**src/design/hfc_pkg.sv**
```systemverilog
// ----------------------------------------------------------------------------
// hfc_pkg
// Shared constants, types and the CRC-8 step for the frame checker.
// ----------------------------------------------------------------------------
`default_nettype none

package hfc_pkg;

	localparam logic [7:0] CRC_INIT = 8'hFF;
	localparam logic [7:0] CRC_POLY = 8'h31;

	// byte positions within a six-byte response
	localparam logic [2:0] POS_T_HI  = 3'd0;
	localparam logic [2:0] POS_T_LO  = 3'd1;
	localparam logic [2:0] POS_T_CRC = 3'd2;
	localparam logic [2:0] POS_H_HI  = 3'd3;
	localparam logic [2:0] POS_H_LO  = 3'd4;
	localparam logic [2:0] POS_H_CRC = 3'd5;

	localparam logic [14:0]        TEMP_SPAN   = 15'd17500;
	localparam logic signed [15:0] TEMP_OFFSET = -16'sd4500;
	localparam logic [13:0]        HUM_SPAN    = 14'd10000;

	localparam int QDEPTH = 2;
	localparam int QPTR_W = (QDEPTH > 1) ? $clog2(QDEPTH) : 1;
	localparam int QCNT_W = $clog2(QDEPTH + 1);

	typedef struct packed {
		logic [15:0] temp_word;
		logic [15:0] hum_word;
		logic        temp_ok;
		logic        hum_ok;
	} frame_rec_t;

	typedef struct packed {
		logic       push;
		frame_rec_t rec;
	} q_push_t;

	typedef struct packed {
		logic       valid;
		frame_rec_t rec;
	} q_head_t;

	// one byte through the CRC, MSB first
	function automatic logic [7:0] crc8_byte(input logic [7:0] crc, input logic [7:0] b);
		logic [7:0] c;
		c = crc ^ b;
		for (int k = 0; k < 8; k++) begin
			if (c[7]) begin
				c = {c[6:0], 1'b0} ^ CRC_POLY;
			end else begin
				c = {c[6:0], 1'b0};
			end
		end
		return c;
	endfunction

endpackage

`default_nettype wire

```
**src/design/humidity_temp_frame_check_unit.sv**
```systemverilog
// ----------------------------------------------------------------------------
// humidity_temp_frame_check_unit
// Checks a six-byte temperature/humidity response and converts it to
// hundredths of a degree and of a percent.
// ----------------------------------------------------------------------------
//  channel | handshake          | payload
//  in      | in_valid/in_stall  | byte_value, frame_start
//  out     | out_valid/out_stall| temperature_centi, humidity_centi, temperature_ok,
//          |                    | humidity_ok, raw_temperature, raw_humidity
//
//  One byte is taken every cycle while in_stall is low; the CRC step and word
//  assembly sit in the front. The sixth byte of a frame is written into the queue,
//  and its result word is then loaded through the multiply into the output register.
//  A two-entry queue parts front and back; in_stall rises only when it is full.
//  arst_n clears position, CRC, flags, queue and output valid.
// ----------------------------------------------------------------------------
`default_nettype none

module humidity_temp_frame_check_unit (
	input  wire logic          clk,
	input  wire logic          arst_n,
	input  wire logic [7:0]    byte_value,
	input  wire logic          frame_start,
	input  wire logic          in_valid,
	output logic               in_stall,
	output logic signed [14:0] temperature_centi,
	output logic [13:0]        humidity_centi,
	output logic               temperature_ok,
	output logic               humidity_ok,
	output logic [15:0]        raw_temperature,
	output logic [15:0]        raw_humidity,
	output logic               out_valid,
	input  wire logic          out_stall
);

	hfc_pkg::q_push_t q_push;
	hfc_pkg::q_head_t q_head;
	logic             q_full;
	logic             q_pop;

	hfc_front u_front (
		.clk        (clk),
		.arst_n     (arst_n),
		.byte_value (byte_value),
		.frame_start(frame_start),
		.in_valid   (in_valid),
		.in_stall   (in_stall),
		.q_full     (q_full),
		.q_push     (q_push)
	);

	hfc_queue u_queue (
		.clk   (clk),
		.arst_n(arst_n),
		.q_push(q_push),
		.q_full(q_full),
		.q_pop (q_pop),
		.q_head(q_head)
	);

	hfc_back u_back (
		.clk              (clk),
		.arst_n           (arst_n),
		.q_head           (q_head),
		.q_pop            (q_pop),
		.out_valid        (out_valid),
		.out_stall        (out_stall),
		.temperature_centi(temperature_centi),
		.humidity_centi   (humidity_centi),
		.temperature_ok   (temperature_ok),
		.humidity_ok      (humidity_ok),
		.raw_temperature  (raw_temperature),
		.raw_humidity     (raw_humidity)
	);

endmodule

`default_nettype wire

```
**src/design/hfc_front.sv**
```systemverilog
// ----------------------------------------------------------------------------
// hfc_front
// Accepts response bytes, assembles the words and checks both CRCs.
// ----------------------------------------------------------------------------
`default_nettype none

module hfc_front (
	input  wire logic            clk,
	input  wire logic            arst_n,
	input  wire logic [7:0]      byte_value,
	input  wire logic            frame_start,
	input  wire logic            in_valid,
	output logic                 in_stall,
	input  wire logic            q_full,
	output hfc_pkg::q_push_t     q_push
);

	logic [2:0]  pos_q;
	logic [7:0]  crc_q;
	logic [15:0] temp_word_q;
	logic [15:0] hum_word_q;
	logic        temp_good_q;

	logic [2:0]  pos;
	logic [7:0]  crc_base;
	logic [7:0]  crc_next;
	logic [2:0]  pos_next;
	logic        take;

	assign in_stall = q_full;
	assign take     = in_valid && !in_stall;

	always_comb begin
		pos = frame_start ? hfc_pkg::POS_T_HI : pos_q;
		if (pos > hfc_pkg::POS_H_CRC) begin
			pos = hfc_pkg::POS_T_HI;
		end
		crc_base = (pos == hfc_pkg::POS_T_HI || pos == hfc_pkg::POS_H_HI) ?
			hfc_pkg::CRC_INIT : crc_q;
		crc_next = hfc_pkg::crc8_byte(crc_base, byte_value);
		pos_next = (pos == hfc_pkg::POS_H_CRC) ? hfc_pkg::POS_T_HI : pos + 3'd1;
	end

	always_comb begin
		q_push.push          = take && (pos == hfc_pkg::POS_H_CRC);
		q_push.rec.temp_word = temp_word_q;
		q_push.rec.hum_word  = hum_word_q;
		q_push.rec.temp_ok   = temp_good_q;
		q_push.rec.hum_ok    = (crc_base == byte_value);
	end

	always_ff @(posedge clk or negedge arst_n) begin
		if (!arst_n) begin
			pos_q       <= hfc_pkg::POS_T_HI;
			crc_q       <= hfc_pkg::CRC_INIT;
			temp_word_q <= '0;
			hum_word_q  <= '0;
			temp_good_q <= 1'b0;
		end else if (take) begin
			pos_q <= pos_next;
			case (pos)
				hfc_pkg::POS_T_HI: begin
					temp_word_q[15:8] <= byte_value;
					crc_q             <= crc_next;
				end
				hfc_pkg::POS_T_LO: begin
					temp_word_q[7:0] <= byte_value;
					crc_q            <= crc_next;
				end
				hfc_pkg::POS_T_CRC: begin
					temp_good_q <= (crc_base == byte_value);
					crc_q       <= hfc_pkg::CRC_INIT;
				end
				hfc_pkg::POS_H_HI: begin
					hum_word_q[15:8] <= byte_value;
					crc_q            <= crc_next;
				end
				hfc_pkg::POS_H_LO: begin
					hum_word_q[7:0] <= byte_value;
					crc_q           <= crc_next;
				end
				default: begin
					crc_q <= hfc_pkg::CRC_INIT;
				end
			endcase
		end
	end

endmodule

`default_nettype wire

```
**src/design/hfc_queue.sv**
```systemverilog
// ----------------------------------------------------------------------------
// hfc_queue
// Short queue of checked frames between the front and the back part.
// ----------------------------------------------------------------------------
`default_nettype none

module hfc_queue (
	input  wire logic             clk,
	input  wire logic             arst_n,
	input  wire hfc_pkg::q_push_t q_push,
	output logic                  q_full,
	input  wire logic             q_pop,
	output hfc_pkg::q_head_t      q_head
);

	hfc_pkg::frame_rec_t                slot_q [hfc_pkg::QDEPTH];
	logic [hfc_pkg::QPTR_W-1:0]         wr_ptr_q;
	logic [hfc_pkg::QPTR_W-1:0]         rd_ptr_q;
	logic [hfc_pkg::QCNT_W-1:0]         count_q;
	logic                               do_push;
	logic                               do_pop;

	assign q_full       = (count_q == hfc_pkg::QCNT_W'(hfc_pkg::QDEPTH));
	assign q_head.valid = (count_q != '0);
	assign q_head.rec   = slot_q[rd_ptr_q];
	assign do_push      = q_push.push && !q_full;
	assign do_pop       = q_pop && q_head.valid;

	function automatic logic [hfc_pkg::QPTR_W-1:0] ptr_inc(
		input logic [hfc_pkg::QPTR_W-1:0] p
	);
		return (p == hfc_pkg::QPTR_W'(hfc_pkg::QDEPTH - 1)) ? '0 : p + 1'b1;
	endfunction

	always_ff @(posedge clk) begin
		if (do_push) begin
			slot_q[wr_ptr_q] <= q_push.rec;
		end
	end

	always_ff @(posedge clk or negedge arst_n) begin
		if (!arst_n) begin
			wr_ptr_q <= '0;
			rd_ptr_q <= '0;
			count_q  <= '0;
		end else begin
			if (do_push) begin
				wr_ptr_q <= ptr_inc(wr_ptr_q);
			end
			if (do_pop) begin
				rd_ptr_q <= ptr_inc(rd_ptr_q);
			end
			case ({do_push, do_pop})
				2'b10:   count_q <= count_q + 1'b1;
				2'b01:   count_q <= count_q - 1'b1;
				default: count_q <= count_q;
			endcase
		end
	end

endmodule

`default_nettype wire

```
**src/design/hfc_back.sv**
```systemverilog
// ----------------------------------------------------------------------------
// hfc_back
// Scales checked words to fixed point and holds the result word.
// ----------------------------------------------------------------------------
`default_nettype none

module hfc_back (
	input  wire logic               clk,
	input  wire logic               arst_n,
	input  wire hfc_pkg::q_head_t   q_head,
	output logic                    q_pop,
	output logic                    out_valid,
	input  wire logic               out_stall,
	output logic signed [14:0]      temperature_centi,
	output logic [13:0]             humidity_centi,
	output logic                    temperature_ok,
	output logic                    humidity_ok,
	output logic [15:0]             raw_temperature,
	output logic [15:0]             raw_humidity
);

	logic               out_valid_q;
	logic signed [14:0] temp_q;
	logic [13:0]        hum_q;
	logic               temp_ok_q;
	logic               hum_ok_q;
	logic [15:0]        raw_t_q;
	logic [15:0]        raw_h_q;

	logic [30:0]        t_prod;
	logic [29:0]        h_prod;
	logic signed [15:0] t_sum;

	// load a new word whenever the output register is free or being taken
	assign q_pop = q_head.valid && (!out_valid_q || !out_stall);

	always_comb begin
		t_prod = 31'(hfc_pkg::TEMP_SPAN) * 31'(q_head.rec.temp_word);
		h_prod = 30'(hfc_pkg::HUM_SPAN) * 30'(q_head.rec.hum_word);
		t_sum  = $signed({1'b0, t_prod[30:16]}) + hfc_pkg::TEMP_OFFSET;
	end

	always_ff @(posedge clk or negedge arst_n) begin
		if (!arst_n) begin
			out_valid_q <= 1'b0;
		end else if (q_pop) begin
			out_valid_q <= 1'b1;
		end else if (!out_stall) begin
			out_valid_q <= 1'b0;
		end
	end

	always_ff @(posedge clk) begin
		if (q_pop) begin
			temp_q    <= q_head.rec.temp_ok ? t_sum[14:0] : '0;
			hum_q     <= q_head.rec.hum_ok ? h_prod[29:16] : '0;
			temp_ok_q <= q_head.rec.temp_ok;
			hum_ok_q  <= q_head.rec.hum_ok;
			raw_t_q   <= q_head.rec.temp_word;
			raw_h_q   <= q_head.rec.hum_word;
		end
	end

	assign out_valid         = out_valid_q;
	assign temperature_centi = temp_q;
	assign humidity_centi    = hum_q;
	assign temperature_ok    = temp_ok_q;
	assign humidity_ok       = hum_ok_q;
	assign raw_temperature   = raw_t_q;
	assign raw_humidity      = raw_h_q;

endmodule

`default_nettype wire

```
**config.mk**
```make
export PLATFORM = sky130hd
export DESIGN_NAME = humidity_temp_frame_check_unit
export DESIGN_NICKNAME = d
export VERILOG_FILES = /design/src/design/hfc_pkg.sv /design/src/design/humidity_temp_frame_check_unit.sv /design/src/design/hfc_front.sv /design/src/design/hfc_queue.sv /design/src/design/hfc_back.sv
export SDC_FILE = /design/constraint.sdc
export NUM_CORES = 1
export LEC_CHECK = 0
export ABC_AREA = 1
export BUFFER_PORTS_ARGS = -buffer_cell sky130_fd_sc_hd__buf_4
export CAP_MARGIN = 20
export CORE_MARGIN = 1.5
export CORE_UTILIZATION = 35
export DETAILED_ROUTE_END_ITERATION = 12
export GPL_TIMING_DRIVEN = 0
export PLACE_DENSITY = 0.6
export SKIP_CTS_REPAIR_TIMING = 1
export SLEW_MARGIN = 5
export SYNTH_ARGS = -nofsm -noshare
export SYNTH_HDL_FRONTEND = slang
export SYNTH_HIERARCHICAL = 1
export SYNTH_SLANG_ARGS = --single-unit
```
**constraint.sdc**
```tcl
create_clock -name clk -period 10.4 [get_ports clk]
set_input_delay 1.04 -clock clk [delete_from_list [all_inputs] [get_ports clk]]
set_output_delay 1.04 -clock clk [all_outputs]
set_load 0.005 [all_outputs]
```
-- Word-level counts from Yosys, hierarchy flattened
Memories as Yosys holds them, arrays and structs flattened.
Index checks and enable logic that the tools add are counted.
- logic and storage cells: 85
- output and inout port bits: 65
- bits of input ports: 13
- memories kept: 1
- RAM bits: 68
- register bits: 112
- memories (memory ; depth ; width ; rd ports ; clocked after memory_dff ; wr ports ; RTL line ; source):
    u_queue.slot_q ; 2 ; 34 ; 1 ; 0 ; 1 ; hfc_queue.sv:16 ; hfc_pkg::frame_rec_t slot_q [hfc_pkg::QDEPTH];
- eq/ne operators: 10
- mux-type cells: 20
- multiply operators: 2
- magnitude comparators: 1
- reductions and logical operators: 19
- add/sub/neg operators: 6
- bitwise operators: 9
- operators with widths (cell ; count):
    $mux 6 ; 8
    $mul 13x16->29 const A ; 1
    $mul 10x16->26 const A ; 1
    $not 3->3 ; 8
    $mux 8 ; 2
    $add 15x14->15 const B ; 1
    $reduce_and 2->1 ; 5
    $mux 3 ; 3
    $eq 8x8->1 ; 1
    $xor 8x8->8 ; 1
    $eq 3x2->1 const B ; 2
    $eq 3x3->1 const B ; 2
    $mux 1 ; 6
    $logic_and 1x1->1 ; 5
    $eq 2x2->1 const B ; 2
    $pmux 2 s2 ; 1
    $reduce_bool 2->1 ; 2
    $reduce_or 4->1 ; 1
    $add 3x1->3 const B ; 1
    $eq 3x1->1 const B ; 1
    $gt 3x3->1 const B ; 1
    $logic_not 1->1 ; 3
    $logic_not 3->1 ; 1
    $add 1x1->1 const B ; 2
    5 further kinds ; 6

-- Logic depth before layout (Yosys ltp)
Gate-level depths: netlist of run 1.
- word-level depth: 24
- gate-level depth with buffers: 33
- gate-level depth less buffers: 31

-- By module
The synthesis of run 1 kept the hierarchy.
- modules (own cells, without submodules) (module ; times used ; area an instance (um^2) ; cells an instance ; sequential area each (um^2)):
    hfc_back ; 1 ; 8549.4 ; 1017 ; 1916.8
    hfc_queue ; 1 ; 2732.6 ; 209 ; 2142.1
    hfc_front ; 1 ; 2165.8 ; 254 ; 1111.1

-- Worst setup path after synthesis of run 1
Ideal clock, no wire load.
- path kind: reg-to-reg
- start: register u_queue.rd_ptr_q
- end: register u_back.temp_q[12] (netlist: u_back/temperature_centi[12]), data pin
- slack: 5.292 ns
- arrival time: 4.854 ns
- setup time: 0.255 ns
- cell stages (with the launch flop): 30
- cells stage by stage: dfrtp_1 > buf_6 > buf_4 > nand2_1 > nand2_1 > ha_1 > inv_1 > fa_1 > inv_1 > ha_1 > fa_1 > inv_1 > fa_1 > inv_1 > ha_1 > nand2_2 > inv_1 > a21oi_1 > nand2_1 > inv_1 > nand2_1 > nand2_1 > nand2_1 > ha_1 > o21ai_1 > nor2_1 > nor2_2 > inv_2 > a21oi_1 > nor2_1
- RTL lines (what ; RTL line ; source):
    start: declaration ; hfc_queue.sv:18 ; logic [hfc_pkg::QPTR_W-1:0] rd_ptr_q;
    start signal: assignment ; hfc_queue.sv:51 ; rd_ptr_q <= ptr_inc(rd_ptr_q);
    end signal: assignment ; hfc_back.sv:55 ; temp_q <= q_head.rec.temp_ok ? t_sum[14:0] : '0;
    end: declaration ; hfc_back.sv:23 ; logic signed [14:0] temp_q;

==> results of run 1 <==
[logic make-up after synthesis]
logic type | count (synthesis) | share of synthesized area, %
simple gates | 556 | 17.7
fa+ha+maj | 244 | 27.1
flops | 180 | 38.4
compound gates | 159 | 6.23
buf+inv | 330 | 9.62
xor+xnor | 11 | 0.940
[worst min-delay path by stage]
stage	start	endpoint	slack, ps	depth (start not counted)
after floorplan	u_front/hum_word_q[8]	u_queue/slot_q[0][10]	440	0
final	u_front/hum_word_q[12]	u_queue/slot_q[0][14]	470	0
after detailed placement	u_front/hum_word_q[12]	u_queue/slot_q[1][14]	460	0
after global routing	u_front/temp_word_q[8]	u_queue/slot_q[1][26]	490	0
after CTS	u_front/hum_word_q[12]	u_queue/slot_q[0][14]	480	0
after global placement	u_front/hum_word_q[13]	u_queue/slot_q[0][15]	450	0
[area by class of cell]
type                            instances  share of cell area (%)
Buffer                                 16                   0.732
Inverter                              314                    7.68
Multi-Input combinational cell        970                    45.5
Sequential cell                       180                    33.6
Timing Repair Buffer                   80                    4.25
Clock inverter                         14                    1.23
Tap cell                              511                    4.16
Clock buffer                           18                    2.79
[placed cells by master (no fill, tap or decap), types with 12 or more instances in the layout]
cell / Yosys / routed
buf_4: 5 / 82
nand4_1: 13 / 13
a21oi_1: 78 / 77
nand2_2: 15 / 15
fa_1: 78 / 78
edfxtp_1: 131 / 131
nor2_1: 61 / 60
ha_1: 166 / 166
nand3_1: 52 / 52
nand2_1: 376 / 376
clkbuf_16: 0 / 17
inv_2: 12 / 13
dfrtp_1: 41 / 41
o21ai_0: 58 / 58
nor2_2: 12 / 12
inv_1: 301 / 300
[critical path: cells and delay by family (launching register included)]
| kind | cells | cell delay, ps |
|---|---|---|
| adder cells (fa/ha/maj) | 7 | 2810 |
| AND/OR/NAND/NOR | 12 | 1130 |
| buffers and inverters | 8 | 650 |
| AO/OA/AOI/OAI | 3 | 560 |
| flip-flops | 1 | 340 |
[state kept, by name, summed over array words and instances, names as in the netlist, 2 cells and up]
register	cells
u_queue/count_q	2
u_back/temperature_centi	15
u_front/crc_q	8
u_back/humidity_centi	14
u_front/hum_word_q	16
u_back/raw_humidity	16
u_front/temp_word_q	16
u_back/raw_temperature	16
u_front/pos_q	3
u_queue/slot_q	68
[through the flow]
stage | utilization, % | cells | area [sq um] | setup slack (ps) | hold slack [ps]
after global routing | 40.7 | 2103 | 15400 | 4150 | 485
after CTS | 40.7 | 2103 | 15400 | 4620 | 475
after global placement | 38.8 | 2068 | 14700 | 3390 | 448
after floorplan | - | 1480 | 13400 | 5290 | 442
final | 40.7 | 2103 | 15400 | 4660 | 472
after detailed placement | 39.1 | 2071 | 14800 | 4650 | 455
[cell usage after synthesis, drive strengths merged]
cell	number
inv	314
o311ai	1
dfstp	8
and3	1
ha	166
xor2	8
nor4	1
xnor2	3
a21oi	79
or2	4
nand3b	4
o21a	3
a31oi	3
edfxtp	131
nand4	14
nand3	57
o21ai	64
nor2	75
a21o	2
and2	2
clkbuf	4
nor3	5
buf	12
fa	78
dfrtp	41
o211a	1
o22ai	4
o211ai	2
nand2	393
[per-layer routing]
| metal | share of wire (%) | routed length (microns) |
|---|---|---|
| met2 | 47 | 13600 |
| met3 | 2.6 | 769 |
| met4 | 1.5 | 441 |
| met5 | 0 | 0 |
| met1 | 49 | 14200 |
==> impl_metrics.toml, run 1 <==
[cells_and_area]
regArea_sq_mm = 0.00517
layout.nets = 1836
nFillCells = 3748
area_growth_pct = 14.3
num_antenna_cells = 0
drive_gt1_share_pct = 12.2
multi_input_area_sq_mm = 0.00700

[yosys]
ys_warn_count = 6
syn_nets = 1737
yosys-top-cells-area = "edfxtp_1 29%, ha_1 15%, fa_1 12%"
synth.avg_cell_area_sq_um = 9.09
synth_cell_types = 47
synth_top_cell_area_share_pct = 29.3
yosys_register_bits = 180
ys_seq_area_share_pct = 38.4
synth_cells = 1480
syn_area_sq_mm = 0.0134
yosysTopAreaCell = "edfxtp_1"

[flow_run]
maxCapViolCount = 0

[sta]
hold_viol = 0
fin_crit_ps = 5740
worst_pin_slew_ps = 812
slew_viol_final = 0
setup_viol = 0
clock.fmax_ghz = 0.174
skew_ps = 13.1
rsz0062_at_grt = "false"
min_period_over_period_pct = 55.2
relSlewSlack_pct = 45.7
tns_ps = 0

[clock_network]
clock_sinks = 180
insertion_delay_ps = 450
clk_path_buf_depth = 2
cts_buffers = 17
cts.clk_slew.worst_paths_ps = 80
cts_max_level = 4
cts_tree = "yes"
root_buffer = "clkbuf_16"

[grt]
use_met2_pct = 26.1
busiest_layer = "met2"
use_met3_pct = 2.05
grt_pass1_wl_microns = 48400
use_met1_pct = 21.5
track_usage_pct = 15.7
antenna_found_initial = 0
grt_pass1_vias = 9534
grt.overflow.total = 0
grt_start_max_net_pins = 50

[setup_path]
endpoint = "u_back/temperature_centi[14]"
worstSetupPathType = "register to register"
required_ps = 10600
r2r_cells = 30
cp_max_fo = 10
arrival_ps = 5930
crit_top_cell = "nand2_1"
rr_endpoint = "u_back/temperature_centi[14]"
startpoint = "u_queue/rd_ptr_q"
r2r_slack_ps = 4660
r2r_start = "u_queue/rd_ptr_q"
startpoint_type = "register"
cpPeakStageDelay_ps = 520
crit_path_end_kind = "register"
cp_slowest_cell = "fa_1"

[route]
routedWlPerCell_microns = 13.8
vias = 9564
routed_wl_microns = 29000
vias_per_cell = 4.55
ant_nets = 0
drt_iter0_markers = 479
firstDrtPassIters = 6
drc = 0

[floorplanning]
dieArea_sq_mm = 0.0396
io_pins = 78
die_y_microns = 199
die_x_microns = 199
initial_core_util_pct = 35.6
core_sq_mm = 0.0378
num_rows = 71

[hold_path]
hold_path_class = "register to register"

[status]
status = "completed"

[placed_design]
io_buffers = 77
place.gp.congestion = 0.872
hpwl_microns = 22700
Power of run 1 is left out: the tool's default activity adds up to more than one toggle a clock period on the data nets, which glitch-free logic cannot reach.
==> inputs of run 2 (changes only) <==
- clock period: 10.4 -> 5.3 ns (I/O delays scaled with it)
==> impl_metrics.toml, run 2 (synthesized netlist as in run 1, its figures left out) <==
[route]
vias_per_cell = 4.57
drt_iter0_markers = 530
firstDrtPassIters = 7
routedWlPerCell_microns = 14.1
routed_wl_microns = 30100
vias = 9766
drc = 0
ant_nets = 0

[status]
status = "completed"

[grt]
use_met2_pct = 26.1
grt_pass1_wl_microns = 48400
use_met3_pct = 2.05
grt.overflow.total = 0
busiest_layer = "met2"
track_usage_pct = 15.7
grt_pass1_vias = 9534
antenna_found_initial = 0
grt_start_max_net_pins = 50
use_met1_pct = 21.5

[setup_path]
crit_family = "adder cells"
arrival_ps = 5330
path_buf_inv = 11
crit_top_cell = "inv_2"
r2r_start = "u_queue/rd_ptr_q"
cpPeakStageDelay_ps = 560
worstSetupPathType = "register to register"
cp_max_fo = 7
startpoint = "u_queue/rd_ptr_q"
cp_slowest_cell = "fa_1"
startpoint_type = "register"
r2r_slack_ps = 170
crit_path_end_kind = "register"
required_ps = 5500

[clock_network]
cts_tree = "yes"
insertion_delay_ps = 450
root_buffer = "clkbuf_16"
cts_max_level = 4
cts.clk_slew.worst_paths_ps = 80
clk_path_buf_depth = 2
cts_buffers = 17
clock_sinks = 180

[floorplanning]
die_y_microns = 199
num_rows = 71
core_sq_mm = 0.0378
dieArea_sq_mm = 0.0396
initial_core_util_pct = 35.6
io_pins = 78
die_x_microns = 199

[cells_and_area]
nFillCells = 3632
num_antenna_cells = 0
layout.nets = 1871
regMostFlops = "u_queue/slot_q"
final_common_cell = "nand2_1"
drive_gt1_share_pct = 20.8
largest_reg_flops = 68
final_cell_mix = "325 x nand2_1, 289 x inv_1, 141 x ha_1"
area_growth_pct = 21.5

[sta]
skew_ps = 13.9
relSlewSlack_pct = 44.8
worst_pin_slew_ps = 827
min_period_over_period_pct = 96.8
clock.fmax_ghz = 0.195
setup_viol = 0
fin_ws_ps = 172
fin_crit_ps = 5130
slew_viol_final = 0
hold_viol = 0
rsz0062_at_grt = "true"

[placed_design]
pre_cts_ws_ps = -452
place.gp.congestion = 0.872
hpwl_microns = 22700
io_buffers = 77

[flow_run]
maxCapViolCount = 0

[hold_path]
hold_path_class = "input pin to async pin"
[run 2: cell count changes in the layout (fill, tap and decap cells not counted), moves of 11 or more]
| cell | previous run | this run |
|---|---|---|
| nand2_4 | 2 | 24 |
| ha_1 | 166 | 141 |
| buf_4 | 82 | 114 |
| inv_1 | 300 | 289 |
| nand2_2 | 15 | 44 |
| ha_4 | 0 | 21 |
| nand2_1 | 376 | 325 |
[run 2: worst paths after layout]
path | end | cells after the start
max | u_back/temperature_centi[12] | 31
min | u_front/pos_q[0] | 1
max reg2reg | u_back/temperature_centi[12] | 31
min reg2reg | u_queue/slot_q[0][30] | 0
max in group asynchronous | u_front/temp_word_q[13] | 1
min in group clk | u_back/out_valid | 3
[run 2: per-stage QoR]
stage	hold slack, ps	cell area [sq um]	utilization, %	TNS (ps)	instances
final	116	16300	43.3	0	2138
after global routing	161	16300	43.3	-319	2138
after CTS	123	15400	40.7	-3130	2103
after detailed placement	455	14800	39.1	-2880	2071
after global placement	448	14700	38.8	-63120	2068
after floorplan	234	13400	-	0	1480
[run 2: layer usage]
metal | vias up | routed length (microns)
li1 | 4991 | -
met2 | 121 | 14400
met3 | 21 | 763
met4 | 0 | 390
met5 | - | 0
met1 | 4633 | 14500
[run 2: cell type report]
class | instances | area (sq um) | share of cell area (%)
Multi-Input combinational cell | 970 | 7650 | 46.8
Clock inverter | 14 | 189 | 1.16
Clock buffer | 18 | 429 | 2.63
Timing Repair Buffer | 115 | 933 | 5.71
Inverter | 314 | 1200 | 7.32
Tap cell | 511 | 639 | 3.91
Sequential cell | 180 | 5170 | 31.6
Buffer | 16 | 128 | 0.781
[run 2: worst register-to-register path: cells and delay by family, from the launching register on]
kind            cells  cell delay (ps)
fa+ha+maj           7             2550
buf+inv            11              840
xor+xnor            1               90
flops               1              340
simple gates       10              770
compound gates      2              300
Power of run 2 is left out for the same reason.
==> inputs of run 3 (changes only) <==
--- a/config.mk
+++ b/config.mk
@@ -7,3 +7,3 @@
 export LEC_CHECK = 0
-export ABC_AREA = 1
+export ABC_AREA = 0
 export BUFFER_PORTS_ARGS = -buffer_cell sky130_fd_sc_hd__buf_4
@@ -12,2 +12,3 @@
 export CORE_UTILIZATION = 35
+export CTS_BUF_LIST = sky130_fd_sc_hd__clkbuf_2
 export DETAILED_ROUTE_END_ITERATION = 12
--- a/constraint.sdc
+++ b/constraint.sdc
@@ -3,2 +3,2 @@
 set_output_delay 0.53 -clock clk [all_outputs]
-set_load 0.005 [all_outputs]
+set_load 0.01 [all_outputs]
==> impl_metrics.toml, run 3 <==
[status]
status = "finished with violations"
violations = "setup timing"

[yosys]
synth_cell_types = 82
synth_top_family_by_area = "adder cells"
synth_xor_area_share_pct = 4.44
synth.avg_cell_area_sq_um = 12.1
synth-simple-area-share_pct = 7.01
ys_seq_area_share_pct = 40.1
synthFlopType = "edfxtp_1"
synth.most_common_cell = "inv_1"
yosys-top-cells-area = "edfxtp_1 31%, ha_1 16%, fa_1 12%"
synth.top_cells.by_count = "191 x inv_1, 166 x ha_1, 131 x edfxtp_1"
synth_top_cell_area_share_pct = 30.5
synth_cells = 1065
syn_nets = 1322
yosysTopAreaCell = "edfxtp_1"
synthMuxAreaShare_pct = 6.27
async_flop_share_pct = 27.2
yosys_register_bits = 180
synth_compound_area_share_pct = 6.62
syn_area_sq_mm = 0.0129
synth-edff-count = 131
ys_warn_count = 6
synthAdderAreaFrac_pct = 28.2

[sta]
relSlewSlack_pct = 29.2
min_period_over_period_pct = 110
skew_ps = 66.3
rsz0062_at_grt = "true"
worst_pin_slew_ps = 1060
hold_viol = 0
setup_viol = 16
slew_viol_final = 0
fin_crit_ps = 5850
clock.fmax_ghz = 0.171
fin_ws_ps = -550

[setup_path]
required_ps = 5860
cp_max_fo = 9
crit_path_end_kind = "register"
startpoint_type = "register"
worstSetupPathType = "register to register"
arrival_ps = 6410

[route]
routedWlPerCell_microns = 15.4
m1WireLength_microns = 12600
drc = 0
wl_met3_microns = 827
top_layer = "met4"
drt_iter0_markers = 385
firstDrtPassIters = 7
vias = 8048
routed_wl_microns = 26100
vias_per_cell = 4.75
wl_met2_microns = 12200
ant_nets = 0

[clock_network]
insertion_delay_ps = 810
cts_tree = "yes"
cts_max_level = 4
clock_sinks = 180
clk_path_buf_depth = 2
cts_buffers = 17
cts.clk_slew.worst_paths_ps = 310
root_buffer = "clkbuf_2"

[cells_and_area]
regMostFlops = "u_queue/slot_q"
fin_area_sq_mm = 0.0155
area_growth_pct = 20.3
regArea_sq_mm = 0.00517
multi_input_area_sq_mm = 0.00750
final_cell_mix = "182 x inv_1, 142 x ha_1, 131 x edfxtp_1"
final_common_cell = "inv_1"
largest_reg_flops = 68
drive_gt1_share_pct = 29.0
layout.nets = 1469
nFillCells = 3445

[grt]
track_usage_pct = 13.9
grt.overflow.total = 0
antenna_found_initial = 2
grt_start_max_net_pins = 50
grt_pass1_wl_microns = 41300
grt_pass1_vias = 8007

[floorplanning]
die_y_microns = 195
die_x_microns = 195
initial_core_util_pct = 35.4
core_sq_mm = 0.0364
dieArea_sq_mm = 0.0380
num_rows = 70
io_pins = 78

[placed_design]
hpwl_microns = 19100
placed_cell_area_sq_mm = 0.0143
place.gp.congestion = 0.804
io_buffers = 71

[hold_path]
hold_path_class = "input pin to register"

[flow_run]
maxCapViolCount = 0
run 3: changes by cell type after synthesis, moves of 10 or more:
cell	before	now
xnor2_1	3	36
nor2_2	12	0
nand2_2	15	0
and2_1	2	12
xor2_1	4	23
o21ai_0	58	21
nand3_1	52	14
inv_1	301	191
inv_2	12	0
nor2_1	61	32
nand2_1	376	33
a21oi_1	78	28
a21o_1	2	13
mux2_2	0	64
run 3: kinds of logic after synthesis:
group | Yosys count
fa+ha+maj | 244
compound gates | 120
mux | 71
xor+xnor | 62
simple gates | 165
buf+inv | 223
flops | 180
run 3: final cells by class:
| cell class | count | share of cell area (%) |
|---|---|---|
| plain buffers | 32 | 1.69 |
| diodes | 2 | 0.0323 |
| clock buffers | 21 | 0.678 |
| multi-input cells | 662 | 48.4 |
| clock inverters | 11 | 0.622 |
| inverters | 191 | 4.63 |
| repair buffers | 128 | 6.82 |
| flip-flops and latches | 180 | 33.4 |
| well taps | 468 | 3.78 |
run 3: worst max-delay path: stages (launching register included):
cell	delay, ps
dfrtp_1	470
buf_12	160
clkbuf_16	160
mux2_4	360
ha_4	260
fa_1	450
ha_1	320
fa_1	500
inv_1	60
fa_1	550
inv_1	70
ha_4	290
nand3_1	130
a21oi_4	250
nand3_2	160
a21oi_4	190
buf_4	150
o21ai_4	70
o21bai_1	160
xor2_1	130
o41ai_2	360
mux2_1	350
run 3: per-layer routing:
layer	vias up	GRT usage, %
li1	3938	-
met1	3953	18.9
met2	135	22.5
met3	22	2.36
met4	0	4.48
met5	-	0
run 3: final timing paths:
kind                       depth (start not counted)               startpoint  slack [ps]                           end
max in group asynchronous                          2                   arst_n        4540       u_front/temp_word_q[10]
max reg2reg                                       21         u_queue/rd_ptr_q        -550  u_back/temperature_centi[13]
max                                               21         u_queue/rd_ptr_q        -550  u_back/temperature_centi[13]
min reg2reg                                        0  u_front/temp_word_q[11]         430         u_queue/slot_q[1][29]
min                                                2              frame_start         100              u_front/pos_q[1]
min in group asynchronous                          2                   arst_n         240              u_front/pos_q[2]
run 3: per-stage QoR:
| stage | setup WS (ps) | setup TNS (ps) | hold WS [ps] | util [%] | instances |
|---|---|---|---|---|---|
| 6_report | -550 | -4410 | 95.8 | 42.5 | 1695 |
| 2_1_floorplan | -236 | -424 | 234 | - | 1065 |
| 4_1_cts | -871 | -7070 | -357 | 39.9 | 1640 |
| 5_1_grt | -811 | -8590 | -5.99 | 42.5 | 1695 |
| 3_5_place_dp | -788 | -5710 | 454 | 39.4 | 1608 |
| 3_3_place_gp | -1340 | -43950 | 444 | 39.1 | 1604 |
Power of run 3 is left out for the same reason.
